===== config.mk =====
export PLATFORM = sky130hd
export DESIGN_NAME = gamepad_event_generator_core
export DESIGN_NICKNAME = d
export VERILOG_FILES = /design/src/rtl/core/gpev_pkg.sv /design/src/rtl/core/gpev_lane.sv /design/src/rtl/core/gpev_merge.sv /design/src/rtl/core/gamepad_event_generator_core.sv
export SDC_FILE = /design/constraint.sdc
export NUM_CORES = 1
export LEC_CHECK = 0
export BUFFER_PORTS_ARGS = -buffer_cell sky130_fd_sc_hd__buf_4
export CAP_MARGIN = 10
export CORE_MARGIN = 3
export CORE_UTILIZATION = 40
export CTS_CLUSTER_DIAMETER = 100
export DETAILED_ROUTE_END_ITERATION = 10
export GPL_TIMING_DRIVEN = 0
export HOLD_SLACK_MARGIN = 0.08
export SYNTH_ARGS = -nofsm -noshare
export SYNTH_HDL_FRONTEND = slang
export SYNTH_SLANG_ARGS = --single-unit
export TNS_END_PERCENT = 5

===== constraint.sdc =====
create_clock -name clk -period 6 [get_ports clk]
set_clock_uncertainty 0.15 [all_clocks]
set_input_delay 1.2 -clock clk [delete_from_list [all_inputs] [get_ports clk]]
set_output_delay 1.2 -clock clk [all_outputs]
set_load 0.02 [all_outputs]

===== src/rtl/core/gpev_pkg.sv =====
// Shared types and constants for the gamepad event generator core.
`timescale 1ns / 1ps
package gpev_pkg;

  localparam int NUM_BUTTONS = 14;
  localparam int NUM_AXES    = 6;
  localparam int NUM_STICKS  = 4;
  localparam int NUM_POS     = NUM_BUTTONS + NUM_AXES;
  localparam int POS_W       = $clog2(NUM_POS);
  localparam int AXIS_W      = $clog2(NUM_AXES);

  localparam int BTN_W   = 14;
  localparam int TRIG_W  = 15;
  localparam int AXV_W   = 16;
  localparam int DZ_W    = 15;
  localparam int IDX_W   = 4;
  localparam int KIND_W  = 2;

  localparam int IN_DATA_W  = 112;
  localparam int OUT_DATA_W = 24;

  localparam int DIV_STEPS = 16;
  localparam int STEP_W    = $clog2(DIV_STEPS);

  localparam logic [DZ_W-1:0] DZ_LEFT_RESET  = 15'd7849;
  localparam logic [DZ_W-1:0] DZ_RIGHT_RESET = 15'd8689;

  localparam logic CFG_LEFT_DZ  = 1'b0;
  localparam logic CFG_RIGHT_DZ = 1'b1;

  localparam logic [KIND_W-1:0] KIND_PRESS   = 2'd0;
  localparam logic [KIND_W-1:0] KIND_RELEASE = 2'd1;
  localparam logic [KIND_W-1:0] KIND_AXIS    = 2'd2;

  localparam logic [AXV_W-1:0] VAL_PRESS   = 16'h7FFF;
  localparam logic [AXV_W-1:0] VAL_RELEASE = 16'h0000;
  localparam logic [AXV_W-1:0] VAL_POS_MAX = 16'h7FFF;
  localparam logic [AXV_W-1:0] VAL_NEG_MAG = 16'h8000;

  typedef struct packed {
    logic             done;
    logic [AXV_W-1:0] value;
  } lane_res_t;

  typedef struct packed {
    logic [NUM_BUTTONS-1:0]           now;
    logic [TRIG_W-1:0]                lt;
    logic [TRIG_W-1:0]                rt;
    logic [NUM_STICKS-1:0][AXV_W-1:0] stick;
  } load_t;

endpackage


===== src/rtl/core/gpev_lane.sv =====
// Stick deadzone rescale lane with a restoring divider, one quotient bit a cycle.
`timescale 1ns / 1ps
module gpev_lane
  import gpev_pkg::*;
(
  input  logic                    clk,
  input  logic                    rst,
  input  logic                    start,
  input  logic signed [AXV_W-1:0] value,
  input  logic [DZ_W-1:0]         deadzone,
  output lane_res_t               res
);

  logic              busy;
  logic              done;
  logic [STEP_W-1:0] cnt;
  logic              neg;
  logic              zero;
  logic              sat;
  logic [AXV_W-1:0]  rem;
  logic [AXV_W-1:0]  num;
  logic [AXV_W-1:0]  div;
  logic [AXV_W-1:0]  quo;

  logic [AXV_W-1:0]  mag_in;
  logic [AXV_W-1:0]  x_in;
  logic [AXV_W-1:0]  d_in;
  logic              zero_in;
  logic              sat_in;
  logic [AXV_W:0]    trial;
  logic              fits;
  logic [AXV_W-1:0]  mag_out;

  always_comb begin
    mag_in  = value[AXV_W-1] ? AXV_W'(-value) : value;
    zero_in = mag_in <= {1'b0, deadzone};
    x_in    = mag_in - {1'b0, deadzone};
    d_in    = VAL_NEG_MAG - {1'b0, deadzone};
    sat_in  = {1'b0, x_in} >= {d_in, 1'b0};
    trial   = {rem, num[AXV_W-1]};
    fits    = trial >= {1'b0, div};
  end

  always_ff @(posedge clk) begin
    if (rst) begin
      busy <= 1'b0;
      done <= 1'b0;
      cnt  <= '0;
    end else if (start) begin
      busy <= 1'b1;
      done <= 1'b0;
      cnt  <= '0;
    end else if (busy) begin
      cnt <= cnt + 1'b1;
      if (cnt == STEP_W'(DIV_STEPS - 1)) begin
        busy <= 1'b0;
        done <= 1'b1;
      end
    end
  end

  always_ff @(posedge clk) begin
    if (start) begin
      neg  <= value[AXV_W-1];
      zero <= zero_in;
      sat  <= sat_in;
      rem  <= {1'b0, x_in[AXV_W-1:1]};
      num  <= {x_in[0], {(AXV_W-1){1'b0}}};
      div  <= d_in;
      quo  <= '0;
    end else if (busy) begin
      num <= {num[AXV_W-2:0], 1'b0};
      quo <= {quo[AXV_W-2:0], fits};
      rem <= fits ? AXV_W'(trial - {1'b0, div}) : trial[AXV_W-1:0];
    end
  end

  always_comb begin
    if (neg) begin
      mag_out = (sat || quo > VAL_NEG_MAG) ? VAL_NEG_MAG : quo;
    end else begin
      mag_out = (sat || quo[AXV_W-1]) ? VAL_POS_MAX : quo;
    end
    res.done  = done;
    if (zero) begin
      res.value = '0;
    end else if (neg) begin
      res.value = AXV_W'(-mag_out);
    end else begin
      res.value = mag_out;
    end
  end

`ifndef SYNTH
  a_done_not_busy: assert property (@(posedge clk) disable iff (rst) done |-> !busy)
    else $error("lane done while busy");
  a_busy_ends_done: assert property (@(posedge clk) disable iff (rst)
    (busy && !start && cnt == STEP_W'(DIV_STEPS - 1)) |=> done)
    else $error("lane finished without done");
`endif

endmodule


===== src/rtl/core/gpev_merge.sv =====
// Event merge: held state, change detection and serialization into output beats.
`timescale 1ns / 1ps
module gpev_merge
  import gpev_pkg::*;
(
  input  logic                  clk,
  input  logic                  rst,
  input  logic                  load,
  input  load_t                 ld,
  output logic                  busy,
  output logic                  m_tvalid,
  input  logic                  m_tready,
  output logic [OUT_DATA_W-1:0] m_tdata,   // source_index, event_value, zero pad
  output logic [KIND_W-1:0]     m_tuser,   // event_kind
  output logic                  m_tlast
);

  logic [NUM_BUTTONS-1:0] held;
  logic [AXV_W-1:0]       axis_store [NUM_AXES];
  logic [NUM_POS-1:0]     mask;
  logic [KIND_W-1:0]      out_kind;
  logic [IDX_W-1:0]       out_idx;
  logic [AXV_W-1:0]       out_val;
  logic                   out_last;

  logic [AXV_W-1:0]       nv [NUM_AXES];
  logic [NUM_AXES-1:0]    ax_hit;
  logic [POS_W-1:0]       sel;
  logic [NUM_POS-1:0]     sel_bit;
  logic [AXIS_W-1:0]      ax_sel;
  logic                   sel_btn;
  logic                   advance;

  always_comb begin
    nv[0] = {1'b0, ld.lt};
    nv[1] = {1'b0, ld.rt};
    for (int j = 0; j < NUM_STICKS; j++) begin
      nv[j + 2] = ld.stick[j];
    end
    for (int j = 0; j < NUM_AXES; j++) begin
      ax_hit[j] = (nv[j] != '0) || (axis_store[j] != '0);
    end
  end

  always_comb begin
    sel = '0;
    for (int i = NUM_POS - 1; i >= 0; i--) begin
      if (mask[i]) begin
        sel = POS_W'(i);
      end
    end
    sel_bit = NUM_POS'(1) << sel;
    sel_btn = sel < POS_W'(NUM_BUTTONS);
    ax_sel  = AXIS_W'(sel - POS_W'(NUM_BUTTONS));
    advance = !m_tvalid || m_tready;
  end

  always_ff @(posedge clk) begin
    if (rst) begin
      held <= '0;
      mask <= '0;
      for (int j = 0; j < NUM_AXES; j++) begin
        axis_store[j] <= '0;
      end
    end else if (load) begin
      held <= ld.now;
      mask <= {ax_hit, ld.now ^ held};
      for (int j = 0; j < NUM_AXES; j++) begin
        axis_store[j] <= nv[j];
      end
    end else if (advance && mask != '0) begin
      mask <= mask & ~sel_bit;
    end
  end

  always_ff @(posedge clk) begin
    if (rst) begin
      m_tvalid <= 1'b0;
    end else if (advance) begin
      m_tvalid <= mask != '0;
    end
  end

  always_ff @(posedge clk) begin
    if (advance && mask != '0) begin
      out_last <= (mask & ~sel_bit) == '0;
      if (sel_btn) begin
        out_idx  <= IDX_W'(sel);
        out_kind <= held[sel[IDX_W-1:0]] ? KIND_PRESS : KIND_RELEASE;
        out_val  <= held[sel[IDX_W-1:0]] ? VAL_PRESS : VAL_RELEASE;
      end else begin
        out_idx  <= IDX_W'(ax_sel);
        out_kind <= KIND_AXIS;
        out_val  <= axis_store[ax_sel];
      end
    end
  end

  assign busy    = (mask != '0) || m_tvalid;
  assign m_tdata = {4'b0, out_val, out_idx};
  assign m_tuser = out_kind;
  assign m_tlast = out_last;

`ifndef SYNTH
  a_load_idle: assert property (@(posedge clk) disable iff (rst) load |-> !busy)
    else $error("load while events pending");
  a_last_drains: assert property (@(posedge clk) disable iff (rst)
    (m_tvalid && m_tlast) |-> mask == '0)
    else $error("last beat with events pending");
`endif

endmodule


===== src/rtl/core/gamepad_event_generator_core.sv =====
// Top level of the gamepad event generator: control, config, stick lanes and merge.
// Four stick lanes rescale in parallel, one quotient bit a cycle.
// The merge then sends up to 20 event beats per item, one a cycle unless m_tready is low.
// The next input item is accepted only after all events of the last one have drained.
// Synchronous reset clears held buttons and axes and loads default deadzones.
`timescale 1ns / 1ps
module gamepad_event_generator_core
  import gpev_pkg::*;
(
  input  logic                  clk,
  input  logic                  rst,
  input  logic                  s_tvalid,
  output logic                  s_tready,
  input  logic [IN_DATA_W-1:0]  s_tdata,   // buttons, left_trigger, right_trigger,
                                           // left_x, left_y, right_x, right_y, zero pad
  input  logic                  s_tuser,   // mode
  output logic                  m_tvalid,
  input  logic                  m_tready,
  output logic [OUT_DATA_W-1:0] m_tdata,   // source_index, event_value, zero pad
  output logic [KIND_W-1:0]     m_tuser,   // event_kind
  output logic                  m_tlast,
  input  logic                  cfg_we,
  input  logic                  cfg_index,
  input  logic [DZ_W-1:0]       cfg_data
);

  localparam logic [1:0] ST_IDLE = 2'd0;
  localparam logic [1:0] ST_CALC = 2'd1;
  localparam logic [1:0] ST_EMIT = 2'd2;

  logic [1:0]             state;
  logic [DZ_W-1:0]        left_dz;
  logic [DZ_W-1:0]        right_dz;
  logic [NUM_BUTTONS-1:0] now_r;
  logic [TRIG_W-1:0]      lt_r;
  logic [TRIG_W-1:0]      rt_r;

  logic                   accept;
  logic                   is_reset;
  logic [AXV_W-1:0]       stick_in [NUM_STICKS];
  lane_res_t              lane_res [NUM_STICKS];
  logic                   lanes_done;
  logic                   load;
  load_t                  ld;
  logic                   merge_busy;

  assign s_tready = state == ST_IDLE;
  assign accept   = s_tvalid && s_tready;
  assign is_reset = s_tuser;

  always_comb begin
    stick_in[0] = is_reset ? '0 : s_tdata[59:44];
    stick_in[1] = is_reset ? '0 : s_tdata[75:60];
    stick_in[2] = is_reset ? '0 : s_tdata[91:76];
    stick_in[3] = is_reset ? '0 : s_tdata[107:92];
  end

  always_ff @(posedge clk) begin
    if (rst) begin
      left_dz  <= DZ_LEFT_RESET;
      right_dz <= DZ_RIGHT_RESET;
    end else if (cfg_we) begin
      case (cfg_index)
        CFG_LEFT_DZ:  left_dz  <= cfg_data;
        CFG_RIGHT_DZ: right_dz <= cfg_data;
        default: ;
      endcase
    end
  end

  always_ff @(posedge clk) begin
    if (accept) begin
      now_r <= is_reset ? '0 : s_tdata[NUM_BUTTONS-1:0];
      lt_r  <= is_reset ? '0 : s_tdata[28:14];
      rt_r  <= is_reset ? '0 : s_tdata[43:29];
    end
  end

  for (genvar g = 0; g < NUM_STICKS; g++) begin : g_lane
    gpev_lane u_lane (
      .clk      (clk),
      .rst      (rst),
      .start    (accept),
      .value    (stick_in[g]),
      .deadzone (g < NUM_STICKS / 2 ? left_dz : right_dz),
      .res      (lane_res[g])
    );
  end

  always_comb begin
    lanes_done = 1'b1;
    for (int j = 0; j < NUM_STICKS; j++) begin
      lanes_done = lanes_done && lane_res[j].done;
      ld.stick[j] = lane_res[j].value;
    end
    ld.now = now_r;
    ld.lt  = lt_r;
    ld.rt  = rt_r;
    load   = (state == ST_CALC) && lanes_done;
  end

  always_ff @(posedge clk) begin
    if (rst) begin
      state <= ST_IDLE;
    end else begin
      case (state)
        ST_IDLE: begin
          if (accept) state <= ST_CALC;
        end
        ST_CALC: begin
          if (lanes_done) state <= ST_EMIT;
        end
        ST_EMIT: begin
          if (!merge_busy) state <= ST_IDLE;
        end
        default: state <= ST_IDLE;
      endcase
    end
  end

  gpev_merge u_merge (
    .clk      (clk),
    .rst      (rst),
    .load     (load),
    .ld       (ld),
    .busy     (merge_busy),
    .m_tvalid (m_tvalid),
    .m_tready (m_tready),
    .m_tdata  (m_tdata),
    .m_tuser  (m_tuser),
    .m_tlast  (m_tlast)
  );

`ifndef SYNTH
  a_idle_drained: assert property (@(posedge clk) disable iff (rst)
    (state == ST_IDLE) |-> !merge_busy)
    else $error("idle with events pending");
`endif

endmodule


* Word-level counts from Yosys, hierarchy flattened
Memories as Yosys holds them, arrays and structs flattened. Cells that the tools add are included.
Word-level totals: bits in registers 334, memory bits (writable) 96, logic and storage cells 272, memories kept 1
Cells by class: add/subtract/negate cells 23, magnitude comparators 18, equal/unequal tests 9, shift-type cells 1, multiplexer cells 103, bitwise logic cells 10, reductions and logical operators 51
Memories:
- u_merge.axis_store | depth 6, width 16, rd ports 7, clocked after memory_dff 0, write ports 6, line gpev_merge.sv:19 | logic [AXV_W-1:0] axis_store [NUM_AXES];
Operators by type and width (number):
- $mux W16 | 47
- $reduce_bool A16 Y1 | 10
- $mux W15 | 9
- $neg A16 Y16 | 8
- $mux W5 | 20
- $ge A16 B17 Y1 | 4
- $ge A17 B16 Y1 | 4
- $gt A16 B16 Y1 const B | 4
- $le A16 B15 Y1 | 4
- $sub A16 B15 Y16 | 4
- $sub A16 B16 Y16 | 4
- $mux W20 | 2
- $sub A16 B15 Y16 const A | 2
- $reduce_bool A15 Y1 | 2
- $and A20 B20 Y20 | 1
- $logic_not A20 Y1 | 1
- $not A20 Y20 | 1
- $reduce_bool A20 Y1 | 1
- $shl A1 B5 Y20 const A | 1
- $mux W1 | 19
- $add A4 B1 Y4 const B | 4
- $eq A4 B4 Y1 const B | 4
- $logic_or A1 B1 Y1 | 16
- $xor A14 B14 Y14 | 1
- other kinds (20) | 42

* Logic depth before layout (Yosys ltp)
Gate-level depths: netlist of the first run.
word-level depth 25, mapped depth 25, gate-level depth less buffers 22

* By module
Synthesis of the first run repeated with hierarchy kept, for this count alone.
Second synthesis, totals: cells, all modules 3616, area total of the unflattened synthesis 33022.9 sq um
Modules (own cells, without submodules):
- gpev_lane at g_lane[0].u_lane ... | instances 3, cells an instance 659, area an instance 5579.1 sq um, seq. area each 1511.4 sq um
- gpev_merge | instances 1, cells an instance 674, area an instance 7474.7 sq um, seq. area each 4214.0 sq um
- gpev_lane at g_lane[1].u_lane | instances 1, cells an instance 658, area an instance 5574.1 sq um, seq. area each 1511.4 sq um
- gamepad_event_generator_core | instances 1, cells an instance 307, area an instance 3236.9 sq um, seq. area each 1961.9 sq um

* Least setup slack after synthesis of the first run
Ideal clock, no wire load.
path type input -> register, start point input port s_tuser, end point register g_lane[0].u_lane.sat, data pin, arrival 5.605 ns, slack 0.089 ns, stages on the path 24, buffers on the path 3, path through clkbuf_1 > clkbuf_1 > clkbuf_1 > nand2b_1 > ha_1 > o21ai_0 > o21bai_1 > o41ai_1 > xor2_1 > nor2_1 > ha_1 > a21o_1 > or3_1 > o21ba_2 > nand2_1 > o21ai_0 > a21oi_1 > xnor2_1 > ha_1 > nand4_1 > or4_1 > o21bai_1 > a211oi_1 > nor3_1
Between the ends: word-level cells in the longest chain between the ends 5
RTL lines:
- from (decl) | line gamepad_event_generator_core.sv:16 | input logic s_tuser,
- $mux W16 * | line gamepad_event_generator_core.sv:52 | stick_in[0] = is_reset ? '0 : s_tdata[59:44];
- $neg A16 Y16 | line gpev_lane.sv:35 | mag_in = value[AXV_W-1] ? AXV_W'(-value) : value;
- $mux W16 * | line gpev_lane.sv:35
- $sub A16 B15 Y16 * | line gpev_lane.sv:37 | x_in = mag_in - {1'b0, deadzone};
- $ge A16 B17 Y1 * | line gpev_lane.sv:39 | sat_in = {1'b0, x_in} >= {d_in, 1'b0};
- named net g_lane[0].u_lane.sat_in | line gpev_lane.sv:29 | logic sat_in;
- to (signal assigned) | line gpev_lane.sv:66 | sat <= sat_in;
- to (decl) | line gpev_lane.sv:19 | logic sat;
Mark *: on every way through the listed nets, which the timed path passes. The rest lies on a longest branch. A chain may end at the register's enable or synchronous reset.

* Worst setup path after layout of the first run
start point input port s_tuser, end point register g_lane[3].u_lane.sat, data pin
Between the ends: word-level cells in the longest chain between the ends 5
RTL lines:
- $mux W16 * | line gamepad_event_generator_core.sv:55 | stick_in[3] = is_reset ? '0 : s_tdata[107:92];
- $neg A16 Y16 | line gpev_lane.sv:35
- $mux W16 * | line gpev_lane.sv:35
- $sub A16 B15 Y16 * | line gpev_lane.sv:37
- $ge A16 B17 Y1 * | line gpev_lane.sv:39
- named net g_lane[3].u_lane.sat_in | line gpev_lane.sv:29
- to (signal assigned) | line gpev_lane.sv:66
- to (decl) | line gpev_lane.sv:19
Marked as above.

==> results.md, run 1 <==
Outcome:
- The flow ran to the end, and the final reports show no timing, DRC or antenna violations.

Critical path:
- Traced cell by cell, the critical path runs through buf_4, buf_12, buf_12, buf_4, nand2b_1, ha_1, nor2b_1, xnor2_1, nor2_1, ha_1, nor2b_1, o31a_1, o41ai_1, o21ai_0, a21oi_1, nor2b_1, nor2_1, xnor2_1, ha_1, nand4_1, nor3_1, a2111oi_0, nor3_1.
- In this run the critical register-to-register path is launched from u_merge.mask[18].
- In this run the critical register-to-register path is captured at u_merge.out_val[11].
- For this run, the slowest stage of the critical path takes 460 ps.
- The critical path class is in -> reg.
- Of all nets on the critical path, the largest fanout is 10.
- The worst setup path is captured at a register.
- The capturing instance or port of the critical path is g_lane[3].u_lane.sat.
- Measured in cells, the most critical reg-to-reg path has a length of 11.
- The critical path starts at s_tuser.
- For the worst setup path, the data required time is 6130 ps.
- The sort of element at the start of the critical path is an input pin.
- For flop-to-flop paths, the worst setup slack is 1430 ps.
- The slowest stage of the critical path is the o41ai_1 cell.
- STA puts the critical path data arrival time at 5950 ps.

Logic synthesis:
- The async set-reset flop share out of synthesis is 0.
- Averaged over all synthesized cells, the footprint is 8.75 um2.
- The most used flip-flop cell after synthesis is edfxtp_1.
- After technology mapping, the gate count stands at 3,383.
- The summed instance area of the synthesized netlist is 29,600 um2.
- The number of different library cells used by synthesis comes to 95.
- The share of the Yosys chip area taken by registers is 0.380.
- The Yosys step of the flow raised 0 warnings.
- The number of synthesized register bits is 428.
- The number of enable flip-flop cells after synthesis is 269.

Floorplanning:
- Measured along the y axis, the die boundary spans 278 um.
- The core box area is 73,200 um2.
- The number of placement rows is 99.
- The die covers 77,300 um2.
- The die width is 278 um.
- 163 I/O pins were placed.
- The effective utilization at floorplan is 0.404.

Clocking:
- The worst-skew pair later-pin latency is 610 ps.
- TritonCTS created 51 clock buffers.
- The clock sink total is 428.
- The TritonCTS clock tree is built.
- Clock-pin slew was measured on the worst setup and hold paths at 60 ps.
- The maximum clock insertion buffer count is 3.
- The clock tree synthesis step divided the H-tree into 2 levels.
- The cell at the root of the clock tree is clkbuf_16.

Global routing:
- The initial antenna violation count is 1.
- The via count of the first global-routing pass came to 24,915.
- The first global-routing pass estimated 138,000 um of wire.
- Entering global routing, the biggest net connects 63 pins.
- In the global route stage, overall resource usage came out at 0.224.
- The total overflow left after global routing is 0.

Layout:
- 0 antenna diodes ended up in the layout.
- Registers take 11,300 um2.
- The fraction of layout cells with a size suffix above 1 is 0.0924.
- The final layout contains 3,946 nets.
- The footprint of the multi-input gates is 17,300 um2.
- The filler cell count in the final layout is 7,094.
- In the layout the commonest cells are nor2_1 (434), nand2_1 (292), edfxtp_1 (269), a21oi_1 (253), ha_1 (198).
- The finished layout holds 4,607 standard cells, fillers aside.
- The synthesis-to-layout area growth is 15.5%.
- The most frequent standard cell in the layout excluding fill and tap cells is nor2_1.

Routing:
- The final route contains 25,832 vias.
- The first detailed-routing pass ran for 6 iterations.
- The aggregate routed wire length is 89,300 um.
- In the routed layout, each cell is associated on average with a via count of 5.61.
- After detailed routing, the number of remaining DRC violations is 0.
- Dividing the detail-routed wire length by the instance count gives 19.4 um.
- The DRC violation total after the first TritonRoute iteration is 1,993.
- The remaining antenna violation count after routing is 0.

Placed design:
- The number of buffer cells added on primary ports is 154.
- The final RePlAce weighted congestion is 0.964.
- The placed wire-length estimate after detailed placement is 70,600 um.
- The number of placed cells counting well taps is 4,503.

Timing:
- The final hold violation count was 0.
- Setup violations remaining at the end of the flow were counted as 0.
- The final critical-path required period is 5820 ps.
- Setup repair after global routing could not meet its margin everywhere.
- The transition at the pin with the smallest max-transition slack is 1140 ps.
- Final hold analysis gives a worst-case slack of 312 ps.
- The worst pin sits at a relative slew slack of 0.236.
- The maximum achievable frequency is 172 MHz.
- Dividing the final minimum period by the clock period gives 0.971.
- The total count of max-transition violations in the final report is 0.

Power:
- The total power consumption of the routed design is 10.2 mW.
- IR analysis of the VDD net gives a maximum drop of 0.000176 V.
- The leakage power total is 13.6 nW.
- Power spread over the standard cell area amounts to 300 nW/um2.

Worst hold path:
- The min-delay analysis places its worst path in the category reg -> reg.
- The worst hold path was traced through 2 stages.

Job:
- The total of max-cap violations is 0.
## synthesized netlist by cell type, drive strengths merged (6+ instances only)
cell type,number,area [um2]
edfxtp,269,8080
xnor2,96,841
nand3b,10,75.1
ha,199,2490
dfxtp,159,3180
a2bb2oi,6,52.6
nand3,64,325
and2,51,319
a221oi,27,236
clkbuf,110,413
nor3,109,551
nand4b,7,61.3
xor2,92,806
o41ai,7,61.3
or4,13,101
o311ai,11,96.3
and4,7,61.3
nor2,435,1640
nand4,44,275
nor4,60,403
o211ai,36,270
o31a,19,166
buf,40,191
or3,27,179
nand2b,42,263
o221ai,6,52.6
and3,20,125
nand2,292,1100
o21bai,23,173
a21oi,257,1290
inv,143,537
o31ai,29,223
or2,13,81.3
a41oi,12,105
nor2b,100,626
o21ai,176,885
a21o,33,248
o21a,51,383
a211oi,38,285
mux2i,110,1100
o22ai,9,56.3
fa,8,160
a31oi,29,188
a211o,14,123
## power breakdown
| group | total (mW) | switching (mW) | internal, mW |
|---|---|---|---|
| Sequential | 3.59 | 0.162 | 3.43 |
| Combinational | 3.27 | 1.94 | 1.33 |
| Clock | 3.38 | 1.33 | 2.05 |
## layout make-up
| class | count | share of cell area |
|---|---|---|
| Buffer | 150 | 0.0194 |
| Clock buffer | 72 | 0.0454 |
| Multi-Input combinational cell | 2665 | 0.507 |
| Sequential cell | 428 | 0.329 |
| Tap cell | 959 | 0.0351 |
| Inverter | 143 | 0.0157 |
| Timing Repair Buffer | 166 | 0.0383 |
| Clock inverter | 24 | 0.00973 |
## sequential cells by signal, summed over array words and instances, names as in the netlist, 2 cells and up
signal and count:
g_lane.u_lane.div 32, g_lane.u_lane.num 4, g_lane.u_lane.neg 4, u_merge.out_val 16
rt_r 15, g_lane.u_lane.quo 64, u_merge.held 14, g_lane.u_lane.busy 4
g_lane.u_lane.cnt 16, g_lane.u_lane.sat 4, u_merge.mask 20, g_lane.u_lane.rem 64
state 2, u_merge.out_idx 4, g_lane.u_lane.zero 4, right_dz 15
g_lane.u_lane.done 4, left_dz 15, lt_r 15, u_merge.m_tuser 2
u_merge.axis_store 94, now_r 14
## stage by stage
step | worst slack (ps) | cell area, um2 | utilization | TNS, ps
3_5_place_dp | -2490 | 32100 | 0.438 | -35630
3_3_place_gp | -2480 | 32000 | 0.437 | -163320
4_1_cts | 34.4 | 34000 | 0.465 | 0
5_1_grt | -4.12 | 34200 | 0.467 | -4.12
2_1_floorplan | 88.5 | 29600 | - | 0
6_report | 176 | 34200 | 0.467 | 0
## worst max-delay path, delay by kind of cell
family                     cells  cell delay [ps]
adders and majority gates      3              950
buffers and inverters          4              660
AOI/OAI and AO/OA              5             1650
xor gates and xnor gates       2              390
and+or+nand+nor                9             1110
## how the worst min path moves through the flow
stage                          endpoint                     start
6_report                    left_dz[13]               left_dz[13]
5_1_grt        g_lane[2].u_lane.rem[15]  g_lane[2].u_lane.rem[15]
3_5_place_dp                right_dz[9]               right_dz[9]
3_3_place_gp   g_lane[2].u_lane.rem[15]  g_lane[2].u_lane.rem[15]
2_1_floorplan  g_lane[2].u_lane.rem[15]  g_lane[2].u_lane.rem[15]
4_1_cts                     right_dz[9]               right_dz[9]
## what timing repair did
action	4_1_cts	5_1_grt
pin swaps	0	9
setup endpoints to repair	26	3
setup buffers	0	8
gates resized for setup	16	20
hold buffers	0	0
## routing by layer
layer,vias up,track usage,wire length (um),part of all wire
met2,823,0.374,41100,0.46
met5,-,0,0,0
met1,12032,0.299,40300,0.45
met4,0,0.0787,3130,0.035
li1,12827,-,-,-
met3,150,0.0294,4700,0.053
## kinds of logic after synthesis
family          after synthesis  synth area share
compound gates              841             0.183
xor+xnor                    188            0.0556
fa+ha+maj                   207            0.0895
buf+inv                     293            0.0385
flops                       428             0.380
mux                         114            0.0387
other cells                   1          0.000127
simple gates               1311             0.214
(Power assumes the default switching activity.)
==> run 2, diff against run 1 <==
ABC_AREA = 1   (was not set)
GPL_TIMING_DRIVEN = not set   (was 0)
==> run 2 against run 1 <==
Effect of this change:
- clock power fell by 7.1%
- sequential power up 2%
- critical path depth rose by 1
- design area is 3.7% lower
- count of clock-buffer cells in the layout is 1 higher
- routed wire length shrank 10%
- register-to-register slack better by 400 ps
- global-route usage shrank 2.0 points
- total power shrank 0.88%
- sequential cell count did not move
- critical path type unchanged
- largest cell class unchanged
==> results.md, run 2 <==
Outcome:
- The flow ran to the end, and the final reports show no timing, DRC or antenna violations.

Timing:
- The final hold violation count is 0 (unchanged).
- The headroom to the max-slew limit is 0.255 (+0.0186).
- The total count of max-transition violations in the final report is 0 (unchanged).
- The transition at the pin with the smallest max-transition slack is 1120 ps (-17.4 ps).
- The final critical-path required period came to 5290 ps (-538 ps).
- The ratio of final minimum period to clock period is 0.881 (-0.0897).
- The summed negative setup slack over all endpoints is 0 ps (unchanged).
- The maximum achievable frequency was 189 MHz (+10%).
- The final setup violation count is 0 (unchanged).
- Setup repair after global routing left no endpoint under its margin.
- The worst setup margin was 714 ps (+538 ps).

Global routing:
- The total overflow reported by the global router is 0 (unchanged).
- The largest net degree at the start of global routing was 112 (+78%).
- The first-pass GRT wire length was 128,000 um (-7.8%).
- The initial antenna violation count is 0 (-1).
- The via count of the first global-routing pass came to 23,404 (-6.1%).
- The total track usage is 0.204 (-0.0200).

Layout:
- The number of standard cells in the layout, taps in and fillers out was 4,942 (+7.3%).
- Relative to the synthesized area, the layout overhead comes to 12.9%.
- In the final layout, the registers with the most flip-flops are u_merge.axis_store (94), g_lane.u_lane.quo (64), g_lane.u_lane.rem (64).
- The fraction of layout cells with a size suffix above 1 was 0.0802 (-0.0122).
- Leaving out fill and tap cells, the most frequent cell in the layout is nand2_1.
- The number of nets in the final layout is 4,289 (+8.7%).
- Counting flops per register, the top entry is u_merge.axis_store.
- The final design instance area without fill is 32,900 um2 (-3.7%).
- The flip-flop count of the largest register after layout came to 94 (unchanged).
- The filler cell count in the final layout is 7,298 (+2.9%).
- The final standard cell utilization of the core was 0.458 (-0.00871).
- In the layout the commonest cells are nand2_1 (765), inv_1 (515), nor2_1 (380), o21ai_0 (306), edfxtp_1 (269).

Placed design:
- The number of buffer cells added on primary ports was 154 (unchanged).
- The final RePlAce weighted congestion is 0.970 (+0.64%).
- The number of placed cells counting well taps is 4,843 (+7.6%).
- The setup slack after placement is 164 ps (+2650 ps).
- The placed wire-length estimate after detailed placement is 61,900 um (-12%).
- The placed standard-cell area was 31,200 um2 (-2.7%).

Critical path:
- The required arrival time at the worst endpoint is 6200 ps (+70 ps).
- The critical path is of the in -> reg type.
- The element type at the critical path end is a register.
- STA classifies the critical path startpoint as an input pin.
- The endpoint identified for the worst register-to-register timing path is g_lane[3].u_lane.sat.
- The arrival time of the worst setup path came to 5490 ps (-460 ps).
- The capturing instance or port of the critical path is g_lane[3].u_lane.sat.
- Tracing the worst setup path back leads to its startpoint at s_tuser.
- The register-to-register setup slack is 1830 ps (+400 ps).
- The number of cells on the worst reg-to-reg path is 14 (+3).
- The worst-path maximum fanout is 18 (+8).
- The beginning of the worst register-to-register path is right_dz[0].

Routing:
- The first-pass detailed-route iteration total is 6 (unchanged).
- The routed via count is 25,432 (-1.5%).
- The DRC violation total after the first TritonRoute iteration came to 1,708 (-14%).
- The aggregate routed wire length was 80,200 um (-10%).
- The DRC violation count after routing is 0 (unchanged).
- The vias per cell is 5.15 (-8.2%).
- The remaining antenna violation count after routing is 0 (unchanged).
- The average wire per standard cell is 16.2 um (-16%).

Logic synthesis:
- The fraction of the mapped netlist area in compound gates came to 0.152 (-0.0316).
- The average cell area after synthesis came to 7.61 um2 (-13%).
- The post-synthesis simple-gate area fraction is 0.236 (+0.0226).
- The summed instance area of the synthesized netlist is 29,200 um2 (-1.5%).
- The area fraction of the dominant cell type after synthesis is 0.277 (+0.00402).
- The sequential share of the synthesized area is 0.386 (+0.00561).
- The number of enable flip-flop cells after synthesis is 269 (unchanged).
- The adder and majority gate portion of the synthesized area is 0.0908 (+0.00132).
- By area, the combinational part of the netlist is dominated by simple AND/OR/NAND/NOR gates.
- The library cell occupying the most area in the post-synthesis netlist is edfxtp_1.
- The synthesized instance count is 3,835 (+13%).
- By count the netlist is led by nand2_1 (765), inv_1 (516), nor2_1 (380).
- The multiplexer area fraction after synthesis is 0.00274 (-0.0360).
- The synthesized-area fraction occupied by xor and xnor cells came to 0.0444 (-0.0112).
- Sorting the synthesized cells by area gives the leading types as edfxtp_1 (28%), dfxtp_1 (11%), nand2_1 (9.8%), ha_1 (8.5%), inv_1 (6.6%).
- The count of synthesis-stage warnings from yosys came to 0 (unchanged).
- The most common cell in the synthesized netlist is nand2_1.
- The post-synthesis cell type count was 63 (-34%).
- The number of synthesized register bits is 428 (unchanged).
- The most used flip-flop cell after synthesis is edfxtp_1.
- The async set-reset flop share out of synthesis is 0 (unchanged).

Clocking:
- The total number of H-tree levels is 2 (unchanged).
- The cell at the root of the clock tree is clkbuf_16.
- The maximum clock insertion buffer count is 3 (unchanged).
- The number of cells upsized or downsized after cts came to 0 (-16).
- The TritonCTS buffer count is 51 (unchanged).
- The total setup buffers inserted after CTS is 0 (unchanged).
- The TritonCTS clock tree is built.
- The hold buffer count at cts came to 0 (unchanged).
- The worst-skew pair later-pin latency was 620 ps (about the same).
- The clock-pin slew reported for the worst setup and hold paths after clock tree synthesis is 60 ps (about the same).
- The clock sink total is 428 (unchanged).

Floorplanning:
- The number of placement rows was 98 (-1.0%).
- The die width is 276 um (-0.71%).
- The area of the die came to 76,200 um2 (-1.4%).
- The core box area is 71,900 um2 (-1.8%).
- The I/O pin count is 163 (unchanged).
- The effective utilization at floorplan is 0.406 (+0.00162).
- The die extent in y is 276 um (-0.71%).

Power:
- The power per cell area is 308 nW/um2 (+2.9%).
- The leakage power total is 14.9 nW (+9.7%).
- The peak supply drop was 0.000223 V (+27%).

Job:
- The total of max-cap violations is 0 (unchanged).

Worst hold path:
- The tightest min-delay check is of the reg -> reg type.
[run 2: metrics by stage]
stage                     total power [mW]  hold WS, ps
after floorplan                       6.28          294
after global placement                7.00          313
after detailed placement              7.03          321
after CTS                             10.2          333
after global routing                  10.9          349
final                                 10.2          333
[run 2: worst min path at each step]
stage / start / endpoint / slack, ps / depth (start not counted)
2_1_floorplan: g_lane[2].u_lane.rem[15] / g_lane[2].u_lane.rem[15] / 290 / 2
3_3_place_gp: g_lane[2].u_lane.done / g_lane[2].u_lane.done / 310 / 2
3_5_place_dp: g_lane[3].u_lane.quo[15] / g_lane[3].u_lane.quo[15] / 320 / 2
4_1_cts: g_lane[2].u_lane.rem[15] / g_lane[2].u_lane.rem[15] / 330 / 2
5_1_grt: g_lane[3].u_lane.cnt[1] / g_lane[3].u_lane.cnt[1] / 350 / 2
6_report: g_lane[2].u_lane.done / g_lane[2].u_lane.done / 330 / 2
[run 2: worst max-delay path, cell delays in order]
cell	delay (ps)
buf_4	170
inv_2	110
buf_4	210
nand2_1	90
inv_1	50
nor3_1	250
nand3_1	140
nand2_1	100
nand3_1	60
o21ai_0	80
ha_1	300
a21oi_1	160
o21ai_0	90
a21oi_1	190
o21ai_0	150
a221oi_1	390
o211ai_1	180
xnor2_1	330
inv_1	80
ha_1	300
nand2_1	70
nor4_1	280
nand3b_1	100
a31oi_1	380
[run 2: kinds of logic after synthesis]
family                     after synthesis
DFF                                    428
xor gates and xnor gates               148
buffers and inverters                  657
and+or+nand+nor                       1603
adders and majority gates              207
AOI/OAI and AO/OA                      783
other                                    1
muxes                                    8
[run 2: metal layers]
layer  share of wire  vias to the layer above  track usage
li1                -                    13255            -
met1            0.49                    11435        0.290
met2            0.44                      614        0.324
met3           0.043                      128       0.0221
met4           0.033                        0       0.0695
met5               0                        -            0
[run 2: area by class of cell]
cell class              instances  area (um2)  area share
repair buffers                184        1400      0.0424
inverters                     530        2000      0.0606
clock buffers                  73        1450      0.0440
diodes                          1        2.50   0.0000760
multi-input cells            2753       15400       0.467
flip-flops and latches        428       11300       0.342
clock inverters                23         262     0.00794
well taps                     950        1190      0.0361
[run 2: power by group]
part | total [mW] | leakage (nW) | switching (mW) | internal [mW]
clock | 3.14 | 0.828 | 1.30 | 1.84
combinational | 3.34 | 10.2 | 2.08 | 1.26
sequential | 3.67 | 3.95 | 0.178 | 3.49
==> run 3, diff against run 2 <==
ABC_AREA = not set   (was 1)
==> run 3 against run 2 <==
Effect of this change:
- routed wire length rose by 0.79%
- hold slack got worse by 21 ps
- critical path type unchanged
- sequential share of layout area fell by 0.50 points
- critical endpoint is now g_lane[0].u_lane.sat
==> results.md, run 3 (synthesized netlist as in run 1, its figures left out) <==
Floorplanning:
- The I/O pin count was 163 (unchanged).
- The area of the die came to 77,300 um2 (+1.4%).
- The effective utilization at floorplan is 0.404 (-0.00162).
- The core box area came to 73,200 um2 (+1.9%).
- The die extent in y came to 278 um (+0.72%).
- The die width is 278 um (+0.72%).
- The number of placement rows was 99 (+1.0%).

Critical path:
- The required arrival time at the worst endpoint was 6140 ps (-60 ps).
- Traced cell by cell, the critical path runs through buf_4, nand2b_1, ha_1, o21ai_0, o21bai_1, o41ai_1, xor2_1, nor2_1, ha_1, a21o_1, or3_1, o21ba_2, nand2_1, o21ai_0, a21oi_1, xnor2_1, ha_1, nand4_1, or4_1, o21bai_1, a211oi_1, nor3_1.
- Among the stages of the critical path, the cell type that occurs most often is ha_1.
- The cell type of the slowest stage on the worst timing path is nor3_1.
- The number of buffer and inverter stages on the critical path is 1 (-4).
- Among cell families on the critical path, the largest total delay comes from compound AO/OA/AOI/OAI gates.
- The number of cells on the worst reg-to-reg path is 16 (+2).
- The setup path with the least slack is of type in -> reg.
- The worst-path maximum fanout was 9 (-9).
- The sort of element at the start of the critical path is an input pin.
- The logic depth of the worst setup path including buffers is 22 (-8.3%).
- The arrival time of the worst setup path was 5680 ps (+190 ps).
- The biggest cell delay along the critical path is 450 ps (+60 ps).
- The element type at the critical path end is a register.

Timing:
- The final hold violation count is 0 (unchanged).
- Setup repair after global routing left no endpoint under its margin.
- The worst setup margin is 467 ps (-248 ps).
- The final critical-path required period is 5530 ps (+248 ps).
- The ratio of final minimum period to clock period is 0.922 (+0.0413).
- The maximum achievable frequency is 181 MHz (-4.5%).
- The final setup violation count is 0 (unchanged).
- The total count of max-transition violations in the final report is 0 (unchanged).
- The transition at the pin with the smallest max-transition slack was 1000 ps (-116 ps).
- The headroom to the max-slew limit is 0.332 (+0.0773).

Global routing:
- The total overflow reported by the global router came to 0 (unchanged).
- The largest net degree at the start of global routing was 97 (-13%).
- The initial antenna violation count is 1 (+1).
- The first-pass GRT wire length is 128,000 um (+0.44%).
- The via count of the first global-routing pass is 23,447 (+0.18%).
- The total track usage is 0.202 (-0.00187).

Outcome:
- The run finished with clean final reports.

Layout:
- Leaving out fill and tap cells, the most frequent cell in the layout is nor2_1.
- The number of nets in the final layout is 3,820 (-11%).
- The flip-flop count of the largest register after layout came to 94 (unchanged).
- The fraction of layout cells with a size suffix above 1 is 0.0895 (+0.00933).
- The synthesis-to-layout area growth was 12.9% (about the same).
- The number of diodes added for antenna fixing was 0 (-1).
- The top register by number of flip-flops is u_merge.axis_store.
- The final standard cell utilization of the core is 0.457 (-0.00185).
- Leaving out fill and tap cells, the most frequent cells in the layout are nor2_1 (433), nand2_1 (291), edfxtp_1 (269), a21oi_1 (255), ha_1 (199).
- The largest registers in the layout are u_merge.axis_store (94), g_lane.u_lane.quo (64), g_lane.u_lane.rem (64).

Power:
- The leakage power total is 13.3 nW (-11%).
- The fraction of power consumed by sequential logic is 0.363 (+0.002).
- The power spent charging and discharging nets is 3.29 mW (-7.9%).
- The internal power consumption is 6.64 mW (+0.75%).
- The peak supply drop is 0.000222 V (-0.49%).
- The combinational power share is 0.317 (-0.012).
- The clock network fraction of design power is 0.320 (+0.010).
- The proportion of total power due to net switching is 0.331 (-0.0202).
- The power per cell area came to 297 nW/um2 (-3.7%).

Clocking:
- The number of cells upsized or downsized after cts is 0 (unchanged).
- The worst-skew pair later-pin latency came to 600 ps (-20 ps).
- The clock-pin slew reported for the worst setup and hold paths after clock tree synthesis is 60 ps (about the same).
- The TritonCTS clock tree is built.
- The clock sink total came to 428 (unchanged).
- The maximum clock insertion buffer count is 3 (unchanged).
- In this run the clock root is driven by a clkbuf_16.
- The total number of H-tree levels is 2 (unchanged).
- The total setup buffers inserted after CTS is 0 (unchanged).
- The TritonCTS buffer count is 50 (-2.0%).
- The hold buffer count at cts is 0 (unchanged).

Routing:
- The DRC violation total after the first TritonRoute iteration is 1,771 (+3.7%).
- The routed via count is 25,023 (-1.6%).
- The aggregate routed wire length is 80,800 um (+0.79%).
- The first-pass detailed-route iteration total came to 5 (-1).
- The DRC violation count after routing was 0 (unchanged).
- The remaining antenna violation count after routing came to 0 (unchanged).
- The average wire per standard cell is 18.0 um (+11%).
- The vias per cell is 5.59 (+8.6%).

Job:
- The total of max-cap violations is 0 (unchanged).

Placed design:
- The final RePlAce weighted congestion is 0.903 (-7.0%).
- The setup slack after placement is -12.1 ps (-176 ps).
- The number of buffer cells added on primary ports is 154 (unchanged).
- The placed wire-length estimate after detailed placement is 61,300 um (-0.91%).

Worst hold path:
- The number of cells traversed by the worst hold path is 2 (unchanged).
- The tightest min-delay check is of the reg -> reg type.
## run 3: cell type report
cell class | count | area (um2)
multi-input cells | 2665 | 17200
well taps | 959 | 1200
clock inverters | 26 | 377
fillers | 7209 | 39800
clock buffers | 66 | 1350
inverters | 143 | 542
repair buffers | 191 | 1450
flip-flops and latches | 428 | 11300
## run 3: final timing paths
check,start,endpoint,slack (ps)
max,s_tuser,g_lane[0].u_lane.sat,470
min,g_lane[2].u_lane.rem[15],g_lane[2].u_lane.rem[15],310
max reg2reg,left_dz[1],g_lane[0].u_lane.sat,1570
min reg2reg,g_lane[2].u_lane.rem[15],g_lane[2].u_lane.rem[15],310
## run 3: worst reg2reg max path: cells and delay by family (launching register included)
family / cells / cell delay (ps)
adders and majority gates: 2 / 670
AOI/OAI and AO/OA: 7 / 1320
xor gates and xnor gates: 1 / 150
DFF: 1 / 510
buffers and inverters: 1 / 190
and+or+nand+nor: 5 / 1140
## run 3: metal layers
layer,vias to the layer above,part of all wire,GRT usage
met4,0,0.030,0.0627
met3,128,0.044,0.0234
li1,12594,-,-
met2,603,0.45,0.325
met5,-,0,0
met1,11698,0.47,0.286
## run 3: power groups by stage
stage          combinational, mW  sequential, mW  clock [mW]
6_report                    3.15            3.60        3.17
3_3_place_gp                3.08            3.66           0
2_1_floorplan               2.40            3.59           0
3_5_place_dp                3.10            3.66           0
4_1_cts                     3.12            3.60        3.26
5_1_grt                     3.55            3.63        3.37
## run 3: stage by stage
step / TNS, ps / total power [mW] / hold WS (ps) / instance area (um2) / cells
final: 0 / 9.92 / 312 / 33400 / 4478
after floorplan: 0 / 5.99 / 283 / 29600 / 3386
after CTS: 0 / 9.98 / 312 / 33400 / 4477
after global routing: 0 / 10.6 / 330 / 33400 / 4478
after detailed placement: -12.1 / 6.76 / 302 / 31700 / 4385
after global placement: 0 / 6.74 / 297 / 31700 / 4385
